<file path="config.mk">
export PLATFORM = sky130hd
export DESIGN_NAME = deque_with_key_search
export DESIGN_NICKNAME = d
export VERILOG_FILES = /design/src/hdl/dqks_pkg.sv /design/src/hdl/deque_with_key_search.sv /design/src/hdl/dqks_cell.sv /design/src/hdl/dqks_ctrl.sv
export SDC_FILE = /design/constraint.sdc
export NUM_CORES = 2
export LEC_CHECK = 0
export BUFFER_PORTS_ARGS = -buffer_cell sky130_fd_sc_hd__buf_2
export CORE_MARGIN = 8
export CORE_UTILIZATION = 66
export CTS_BUF_LIST = sky130_fd_sc_hd__clkbuf_2 sky130_fd_sc_hd__clkbuf_4 sky130_fd_sc_hd__clkbuf_8
export DETAILED_ROUTE_END_ITERATION = 7
export PLACE_DENSITY = 0.9
export SYNTH_ARGS = -nofsm -noshare
export SYNTH_HDL_FRONTEND = slang
export SYNTH_SLANG_ARGS = --single-unit
</file>
<file path="constraint.sdc">
create_clock -name clock -period 32.6 [get_ports clock]
set_input_delay 6.52 -clock clock [delete_from_list [all_inputs] [get_ports clock]]
set_output_delay 6.52 -clock clock [all_outputs]
set_load 0.02 [all_outputs]
</file>
<file path="src/hdl/dqks_pkg.sv">
package dqks_pkg;

   localparam int DEPTH       = 32;
   localparam int MAX_RESULTS = 32;
   localparam int DATA_W      = 32;
   localparam int MIDX_W      = 5;
   localparam int IDX_W       = (DEPTH > 1) ? $clog2(DEPTH) : 1;
   localparam int CNT_W       = $clog2(DEPTH + 1);
   localparam int TOT_W       = $clog2(MAX_RESULTS + 1);

   typedef enum logic [1:0] {
      FUNC_PUSH_FRONT = 2'd0,
      FUNC_POP_FRONT  = 2'd1,
      FUNC_POP_BACK   = 2'd2,
      FUNC_SEARCH     = 2'd3
   } func_type;

   typedef enum logic [1:0] {
      STATUS_OK        = 2'd0,
      STATUS_EMPTY     = 2'd1,
      STATUS_FULL      = 2'd2,
      STATUS_NOT_FOUND = 2'd3
   } status_type;

   typedef enum logic [1:0] {
      CELL_HOLD     = 2'd0,
      CELL_SHIFT_IN = 2'd1,
      CELL_ROTATE   = 2'd2
   } cell_op_type;

   typedef enum logic [1:0] {
      ST_IDLE = 2'd0,
      ST_SCAN = 2'd1,
      ST_FIN  = 2'd2
   } state_type;

   typedef logic signed [DATA_W-1:0] word_type;

endpackage

</file>
<file path="src/hdl/deque_with_key_search.sv">
// Double-ended queue of signed 32-bit words with key search.
// Request channel (req_valid/req_ready, req_func, req_value): push front,
// pop front, pop back or search for a key. Response channel
// (rsp_valid/rsp_ready): one transfer per push or pop, and one per match of
// a search (front-relative index, rsp_last on the final one) or a single
// not-found transfer.
// Entries sit in a row of cells: a push shifts the row toward the back, a
// pop front rotates it toward the front, a pop back only drops the count.
// Push and pop answer in the cycle after the request transfer and a new
// request is taken every cycle the response register is free and no search runs.
// A search rotates the whole row once past the compare at the front cell,
// one cell a cycle while no new match waits on a stalled receiver, then
// sends the held last match, or a not-found response if nothing matched.
// Reset empties the queue (cell contents are not cleared) and drops any
// pending response. A stalled receiver holds the response register; a
// request waits in the idle state and a search holds its rotation.
module deque_with_key_search (
   input  logic                             clock,
   input  logic                             reset,
   input  logic                             req_valid,
   output logic                             req_ready,
   input  logic [1:0]                       req_func,
   input  logic signed [31:0]               req_value,
   output logic                             rsp_valid,
   input  logic                             rsp_ready,
   output logic signed [31:0]               rsp_popped_value,
   output logic [4:0]                       rsp_match_index,
   output logic [1:0]                       rsp_status,
   output logic                             rsp_last
);

   logic [dqks_pkg::DEPTH-1:0][dqks_pkg::DATA_W-1:0] cell_data;
   dqks_pkg::word_type                              cell_q [dqks_pkg::DEPTH];
   dqks_pkg::cell_op_type                           cell_op;

   genvar k;
   generate
      for (k = 0; k < dqks_pkg::DEPTH; k++) begin : g_cell
         dqks_pkg::word_type prev_data;
         dqks_pkg::word_type next_data;
         if (k == 0) begin : g_first
            assign prev_data = req_value;
         end else begin : g_inner
            assign prev_data = cell_q[k-1];
         end
         assign next_data = cell_q[(k + 1) % dqks_pkg::DEPTH];
         dqks_cell u_cell (
            .clock     (clock),
            .cell_op   (cell_op),
            .from_prev (prev_data),
            .from_next (next_data),
            .data      (cell_q[k])
         );
         assign cell_data[k] = cell_q[k];
      end
   endgenerate

   dqks_ctrl u_ctrl (
      .clock            (clock),
      .reset            (reset),
      .req_valid        (req_valid),
      .req_ready        (req_ready),
      .req_func         (req_func),
      .req_value        (req_value),
      .rsp_valid        (rsp_valid),
      .rsp_ready        (rsp_ready),
      .rsp_popped_value (rsp_popped_value),
      .rsp_match_index  (rsp_match_index),
      .rsp_status       (rsp_status),
      .rsp_last         (rsp_last),
      .cell_data        (cell_data),
      .cell_op          (cell_op)
   );

endmodule

</file>
<file path="src/hdl/dqks_cell.sv">
module dqks_cell (
   input  logic                  clock,
   input  dqks_pkg::cell_op_type cell_op,
   input  dqks_pkg::word_type    from_prev,
   input  dqks_pkg::word_type    from_next,
   output dqks_pkg::word_type    data
);

   dqks_pkg::word_type data_ff;
   dqks_pkg::word_type data_in;

   always_comb begin
      case (cell_op)
         dqks_pkg::CELL_SHIFT_IN: data_in = from_prev;
         dqks_pkg::CELL_ROTATE:   data_in = from_next;
         default:                 data_in = data_ff;
      endcase
   end

   always_ff @(posedge clock) begin
      data_ff <= data_in;
   end

   assign data = data_ff;

endmodule

</file>
<file path="src/hdl/dqks_ctrl.sv">
module dqks_ctrl (
   input  logic                                      clock,
   input  logic                                      reset,
   input  logic                                      req_valid,
   output logic                                      req_ready,
   input  logic [1:0]                                req_func,
   input  dqks_pkg::word_type                        req_value,
   output logic                                      rsp_valid,
   input  logic                                      rsp_ready,
   output dqks_pkg::word_type                        rsp_popped_value,
   output logic [dqks_pkg::MIDX_W-1:0]               rsp_match_index,
   output logic [1:0]                                rsp_status,
   output logic                                      rsp_last,
   input  logic [dqks_pkg::DEPTH-1:0][dqks_pkg::DATA_W-1:0] cell_data,
   output dqks_pkg::cell_op_type                     cell_op
);

   dqks_pkg::state_type               state_ff, state_in;
   logic [dqks_pkg::CNT_W-1:0]        count_ff, count_in;
   dqks_pkg::word_type                key_ff, key_in;
   logic [dqks_pkg::IDX_W-1:0]        idx_ff, idx_in;
   logic                              pend_valid_ff, pend_valid_in;
   logic [dqks_pkg::MIDX_W-1:0]       pend_idx_ff, pend_idx_in;
   logic [dqks_pkg::TOT_W-1:0]        tot_ff, tot_in;
   logic                              rsp_valid_ff, rsp_valid_in;
   dqks_pkg::word_type                rsp_popped_ff, rsp_popped_in;
   logic [dqks_pkg::MIDX_W-1:0]       rsp_index_ff, rsp_index_in;
   dqks_pkg::status_type              rsp_status_ff, rsp_status_in;
   logic                              rsp_last_ff, rsp_last_in;

   dqks_pkg::word_type                front;
   dqks_pkg::word_type                back;
   logic                              out_free;
   logic                              hit;
   logic                              stall;

   assign front    = dqks_pkg::word_type'(cell_data[0]);
   assign back     = dqks_pkg::word_type'(
                        cell_data[dqks_pkg::IDX_W'(count_ff - dqks_pkg::CNT_W'(1))]);
   assign out_free = !rsp_valid_ff || rsp_ready;
   assign hit      = (dqks_pkg::CNT_W'(idx_ff) < count_ff) && (front == key_ff) &&
                     (tot_ff < dqks_pkg::TOT_W'(dqks_pkg::MAX_RESULTS));
   assign stall    = hit && pend_valid_ff && !out_free;

   always_comb begin
      state_in      = state_ff;
      count_in      = count_ff;
      key_in        = key_ff;
      idx_in        = idx_ff;
      pend_valid_in = pend_valid_ff;
      pend_idx_in   = pend_idx_ff;
      tot_in        = tot_ff;
      rsp_valid_in  = rsp_valid_ff && !rsp_ready;
      rsp_popped_in = rsp_popped_ff;
      rsp_index_in  = rsp_index_ff;
      rsp_status_in = rsp_status_ff;
      rsp_last_in   = rsp_last_ff;
      cell_op       = dqks_pkg::CELL_HOLD;
      req_ready     = 1'b0;
      case (state_ff)
         dqks_pkg::ST_IDLE: begin
            req_ready = out_free;
            if (req_valid && out_free) begin
               rsp_popped_in = '0;
               rsp_index_in  = '0;
               rsp_status_in = dqks_pkg::STATUS_OK;
               rsp_last_in   = 1'b1;
               case (dqks_pkg::func_type'(req_func))
                  dqks_pkg::FUNC_PUSH_FRONT: begin
                     rsp_valid_in = 1'b1;
                     if (count_ff == dqks_pkg::CNT_W'(dqks_pkg::DEPTH)) begin
                        rsp_status_in = dqks_pkg::STATUS_FULL;
                     end else begin
                        cell_op  = dqks_pkg::CELL_SHIFT_IN;
                        count_in = count_ff + dqks_pkg::CNT_W'(1);
                     end
                  end
                  dqks_pkg::FUNC_POP_FRONT: begin
                     rsp_valid_in = 1'b1;
                     if (count_ff == '0) begin
                        rsp_status_in = dqks_pkg::STATUS_EMPTY;
                     end else begin
                        cell_op       = dqks_pkg::CELL_ROTATE;
                        count_in      = count_ff - dqks_pkg::CNT_W'(1);
                        rsp_popped_in = front;
                     end
                  end
                  dqks_pkg::FUNC_POP_BACK: begin
                     rsp_valid_in = 1'b1;
                     if (count_ff == '0) begin
                        rsp_status_in = dqks_pkg::STATUS_EMPTY;
                     end else begin
                        count_in      = count_ff - dqks_pkg::CNT_W'(1);
                        rsp_popped_in = back;
                     end
                  end
                  default: begin
                     key_in        = req_value;
                     idx_in        = '0;
                     pend_valid_in = 1'b0;
                     tot_in        = '0;
                     state_in      = dqks_pkg::ST_SCAN;
                  end
               endcase
            end
         end
         dqks_pkg::ST_SCAN: begin
            if (!stall) begin
               cell_op = dqks_pkg::CELL_ROTATE;
               idx_in  = idx_ff + dqks_pkg::IDX_W'(1);
               if (hit) begin
                  if (pend_valid_ff) begin
                     rsp_valid_in  = 1'b1;
                     rsp_popped_in = '0;
                     rsp_index_in  = pend_idx_ff;
                     rsp_status_in = dqks_pkg::STATUS_OK;
                     rsp_last_in   = 1'b0;
                  end
                  pend_valid_in = 1'b1;
                  pend_idx_in   = dqks_pkg::MIDX_W'(idx_ff);
                  tot_in        = tot_ff + dqks_pkg::TOT_W'(1);
               end
               if (idx_ff == dqks_pkg::IDX_W'(dqks_pkg::DEPTH - 1)) begin
                  state_in = dqks_pkg::ST_FIN;
               end
            end
         end
         dqks_pkg::ST_FIN: begin
            if (out_free) begin
               rsp_valid_in  = 1'b1;
               rsp_popped_in = '0;
               rsp_last_in   = 1'b1;
               if (pend_valid_ff) begin
                  rsp_index_in  = pend_idx_ff;
                  rsp_status_in = dqks_pkg::STATUS_OK;
               end else begin
                  rsp_index_in  = '0;
                  rsp_status_in = dqks_pkg::STATUS_NOT_FOUND;
               end
               state_in = dqks_pkg::ST_IDLE;
            end
         end
         default: begin
            state_in = dqks_pkg::ST_IDLE;
         end
      endcase
   end

   always_ff @(posedge clock) begin
      if (reset) begin
         state_ff      <= dqks_pkg::ST_IDLE;
         count_ff      <= '0;
         pend_valid_ff <= 1'b0;
         rsp_valid_ff  <= 1'b0;
      end else begin
         state_ff      <= state_in;
         count_ff      <= count_in;
         pend_valid_ff <= pend_valid_in;
         rsp_valid_ff  <= rsp_valid_in;
      end
      key_ff        <= key_in;
      idx_ff        <= idx_in;
      pend_idx_ff   <= pend_idx_in;
      tot_ff        <= tot_in;
      rsp_popped_ff <= rsp_popped_in;
      rsp_index_ff  <= rsp_index_in;
      rsp_status_ff <= rsp_status_in;
      rsp_last_ff   <= rsp_last_in;
   end

   assign rsp_valid        = rsp_valid_ff;
   assign rsp_popped_value = rsp_popped_ff;
   assign rsp_match_index  = rsp_index_ff;
   assign rsp_status       = rsp_status_ff;
   assign rsp_last         = rsp_last_ff;

endmodule

</file>
==> flow_summary_export.csv <==
group,metric,value,unit
timing,fin_setup_tns,0,ns
grt,grt_max_degree,213,
finish,drive_above_1_share,0.500,
routing,vias,29800,
clock_tree,holdBufCountCts,0,
job,cap_viol_max_count,0,
grt,grt_util_met1,0.313,
setup_path,criticalPathCategory,"input pin to output pin",
grt,grtUsageMet2,0.387,
setup_path,rr_startpoint,"u_ctrl.count_ff[4]$_SDFFE_PP0P_",
die,coreArea,83400,sq um
timing,setup_viol,0,
timing,setup_slack,18.82,ns
logic_synthesis,yosys_warnings,0,
timing,slew_headroom,0.160,
routing,drc_errors,0,
setup_path,critPathCaptureType,"output pin",
grt,grt_pass1_wl,176,mm
setup_path,critical_path.startpoint,"rsp_ready",
logic_synthesis,synth_simple_gate_area_frac,0.0205,
timing,min_period,13.78,ns
logic_synthesis,synth_compound_area_frac,0.0184,
clock_tree,insertion_delay,0.85,ns
placed_design,placed_cell_area,56600,sq um
routing,drt_iter0_drc,3273,
grt,grt_util_met3,0.0486,
timing,hold_violations,0,
logic_synthesis,synth_edf_count,1112,
clock_tree,clkTransAtPathRegs,0.06,ns
routing,wire_per_inst,25.2,um
die,ios,80,
setup_path,required,26.08,ns
setup_path,cp_max_fo,7,
timing,holdWs,0.520,ns
die,rows,106,
timing,max_slew.worst_pin.slew,1.26,ns
status,status,"finished, final reports clean",
clock_tree,h-tree-depth,4,
logic_synthesis,synth_top_family_by_area,"multiplexers",
grt,antenna_found_initial,8,
die,die_y,306,um
finish,syn2layout_area_growth,8.16,%
die,die_w,306,um
logic_synthesis,synthArstFlopShare,0,
clock_tree,cts_tree,"built",
placed_design,post-place-ws,18.70,ns
setup_path,crit_arrival,7.26,ns
grt,grt-ovfl-total,0,
routing,wirelength,112,mm
grt,grt-busiest-layer,"met2",
logic_synthesis,syn_inst,3152,
timing,rsz0062_at_grt,"false",
grt,grt_usage,0.235,
logic_synthesis,synth_fp_nets,3209,
placed_design,gp_congestion,0.836,
finish,final_cell_area,59900,sq um
timing,slew_violations,0,
logic_synthesis,ys_seq_elements,1122,
clock_tree,cts_root_buffer,"clkbuf_8",
timing,finClkSkew,0.0392,ns
clock_tree,clock_path_buffers,3,
clock_tree,cts_setup_buffers,0,
logic_synthesis,synth_xor_area_frac,0.00696,
clock_tree,cts_resized,0,
logic_synthesis,yosys.area_share.adder,0.00429,
routing,vias_per_cell,6.70,
routing,drt_pass1_iterations,6,
placed_design,hpwl,64.4,mm
finish,nets,3284,
die,die_area,93400,sq um
die,start_util,0.664,
placed_design,io_buffers,79,
routing,ant_nets,0,
logic_synthesis,synth-seq-area-share,0.607,
clock_tree,cts-buffers-inserted,176,
logic_synthesis,syn_avg_cell_area,17.6,sq um
worst_hold_path,min_from,"u_ctrl.state_ff[0]$_SDFFE_PP0P_",
finish,layout_commonest_cell,"edfxtp_1",
clock_tree,cts.sinks,1122,
timing,period_share,0.423,
logic_synthesis,synth_mux_area_frac,0.325,
logic_synthesis,yosysUniqueCellTypes,52,
logic_synthesis,mappedNetlistArea,55400,sq um
logic_synthesis,synth_top_flop_cell,"edfxtp_1",
worst_hold_path,hold_path_class,"register to register",
grt,grt_pass1_vias,30700,
finish,final_cell_mix,"edfxtp_1 (1112), mux2_2 (1025), mux4_2 (256)",
timing,maxClockFrequency,72.6,MHz
setup_path,critPathLaunchType,"input pin",
==> worst paths after layout <==
path                                         endpoint  slack, ns  depth (start not counted)
setup / recovery                            req_ready      18.82                          4
hold / removal        u_ctrl.state_ff[0]$_SDFFE_PP0P_       0.52                          2
setup reg to reg  g_cell[11].u_cell.data[6]$_DFFE_PP_      23.84                         15
hold reg to reg       u_ctrl.state_ff[0]$_SDFFE_PP0P_       0.52                          2
==> layer usage <==
layer	share of wire	vias to the layer above
met2	0.50	1180
met4	0.028	4
met5	0.00024	-
met3	0.074	205
met1	0.40	15400
li1	-	13000
==> registers in the layout (all words and copies together), names as in the netlist <==
signal                   cells
u_ctrl.tot_ff                6
u_ctrl.pend_idx_ff           5
u_ctrl.rsp_last              1
u_ctrl.key_ff               32
u_ctrl.pend_valid_ff         1
u_ctrl.idx_ff                5
u_ctrl.rsp_valid             1
g_cell.u_cell.data        1024
u_ctrl.rsp_match_index       5
u_ctrl.state_ff              2
u_ctrl.rsp_popped_value     32
u_ctrl.count_ff              6
u_ctrl.rsp_status            2
==> synth_stat cells, types with 2 or more instances <==
library cell	n	area share
and2_1	9	0.0010
buf_1	14	0.00095
or4_4	2	0.00041
nand3_1	38	0.0034
a31oi_1	3	0.00034
nand2b_1	4	0.00045
inv_2	2	0.00014
inv_1	15	0.0010
dfxtp_1	10	0.0036
a32oi_1	32	0.0051
nor3_2	2	0.00036
nor2_1	26	0.0018
mux2i_1	66	0.012
nand4_1	5	0.00056
buf_4	5	0.00068
nand4b_1	2	0.00032
nand2_1	141	0.0096
edfxtp_1	1112	0.60
xor2_1	36	0.0057
a21oi_1	13	0.0012
a211oi_1	2	0.00027
clkbuf_1	114	0.0077
xnor2_1	8	0.0013
nor3_1	7	0.00063
nor4_1	7	0.00079
mux2_2	1025	0.21
buf_2	81	0.0073
ha_1	19	0.0043
a32o_1	32	0.0058
a221o_1	2	0.00036
buf_6	2	0.00041
or3_1	2	0.00023
clkbuf_2	2	0.00018
nor2b_1	2	0.00023
mux4_2	256	0.10
o21ai_0	38	0.0034
==> per-stage QoR <==
step                      instances  utilization
final                          4448        0.718
after global routing           4444        0.718
after CTS                      4443        0.718
after detailed placement       4129        0.679
after global placement         4129        0.679
after floorplan                3152            -
==> cells by family (layout without fill, tap and decap cells) <==
kind of cell	Yosys count	after routing
buffers and inverters	235	446
adders and majority gates	19	19
other	0	5
DFF	1122	1122
AOI/OAI and AO/OA	134	134
xor gates and xnor gates	44	44
muxes	1348	1348
and+or+nand+nor	250	250
==> area by class of cell <==
class / instances / area (sq um)
diodes: 5 / 12.5
clock buffers: 231 / 2860
clock inverters: 83 / 397
fillers: 4662 / 23500
inverters: 17 / 71.3
multi-input cells: 1795 / 20900
flip-flops and latches: 1122 / 33600
well taps: 1080 / 1350
repair buffers: 115 / 741
==> worst max-delay path, stage by stage <==
cell and delay [ns]:
buf_2 0.10, nor2b_1 0.37, nor2_1 0.09, buf_2 0.18
Power is not shown: default switching activity piles up to over one toggle a cycle in this logic, so the estimate is an artifact.
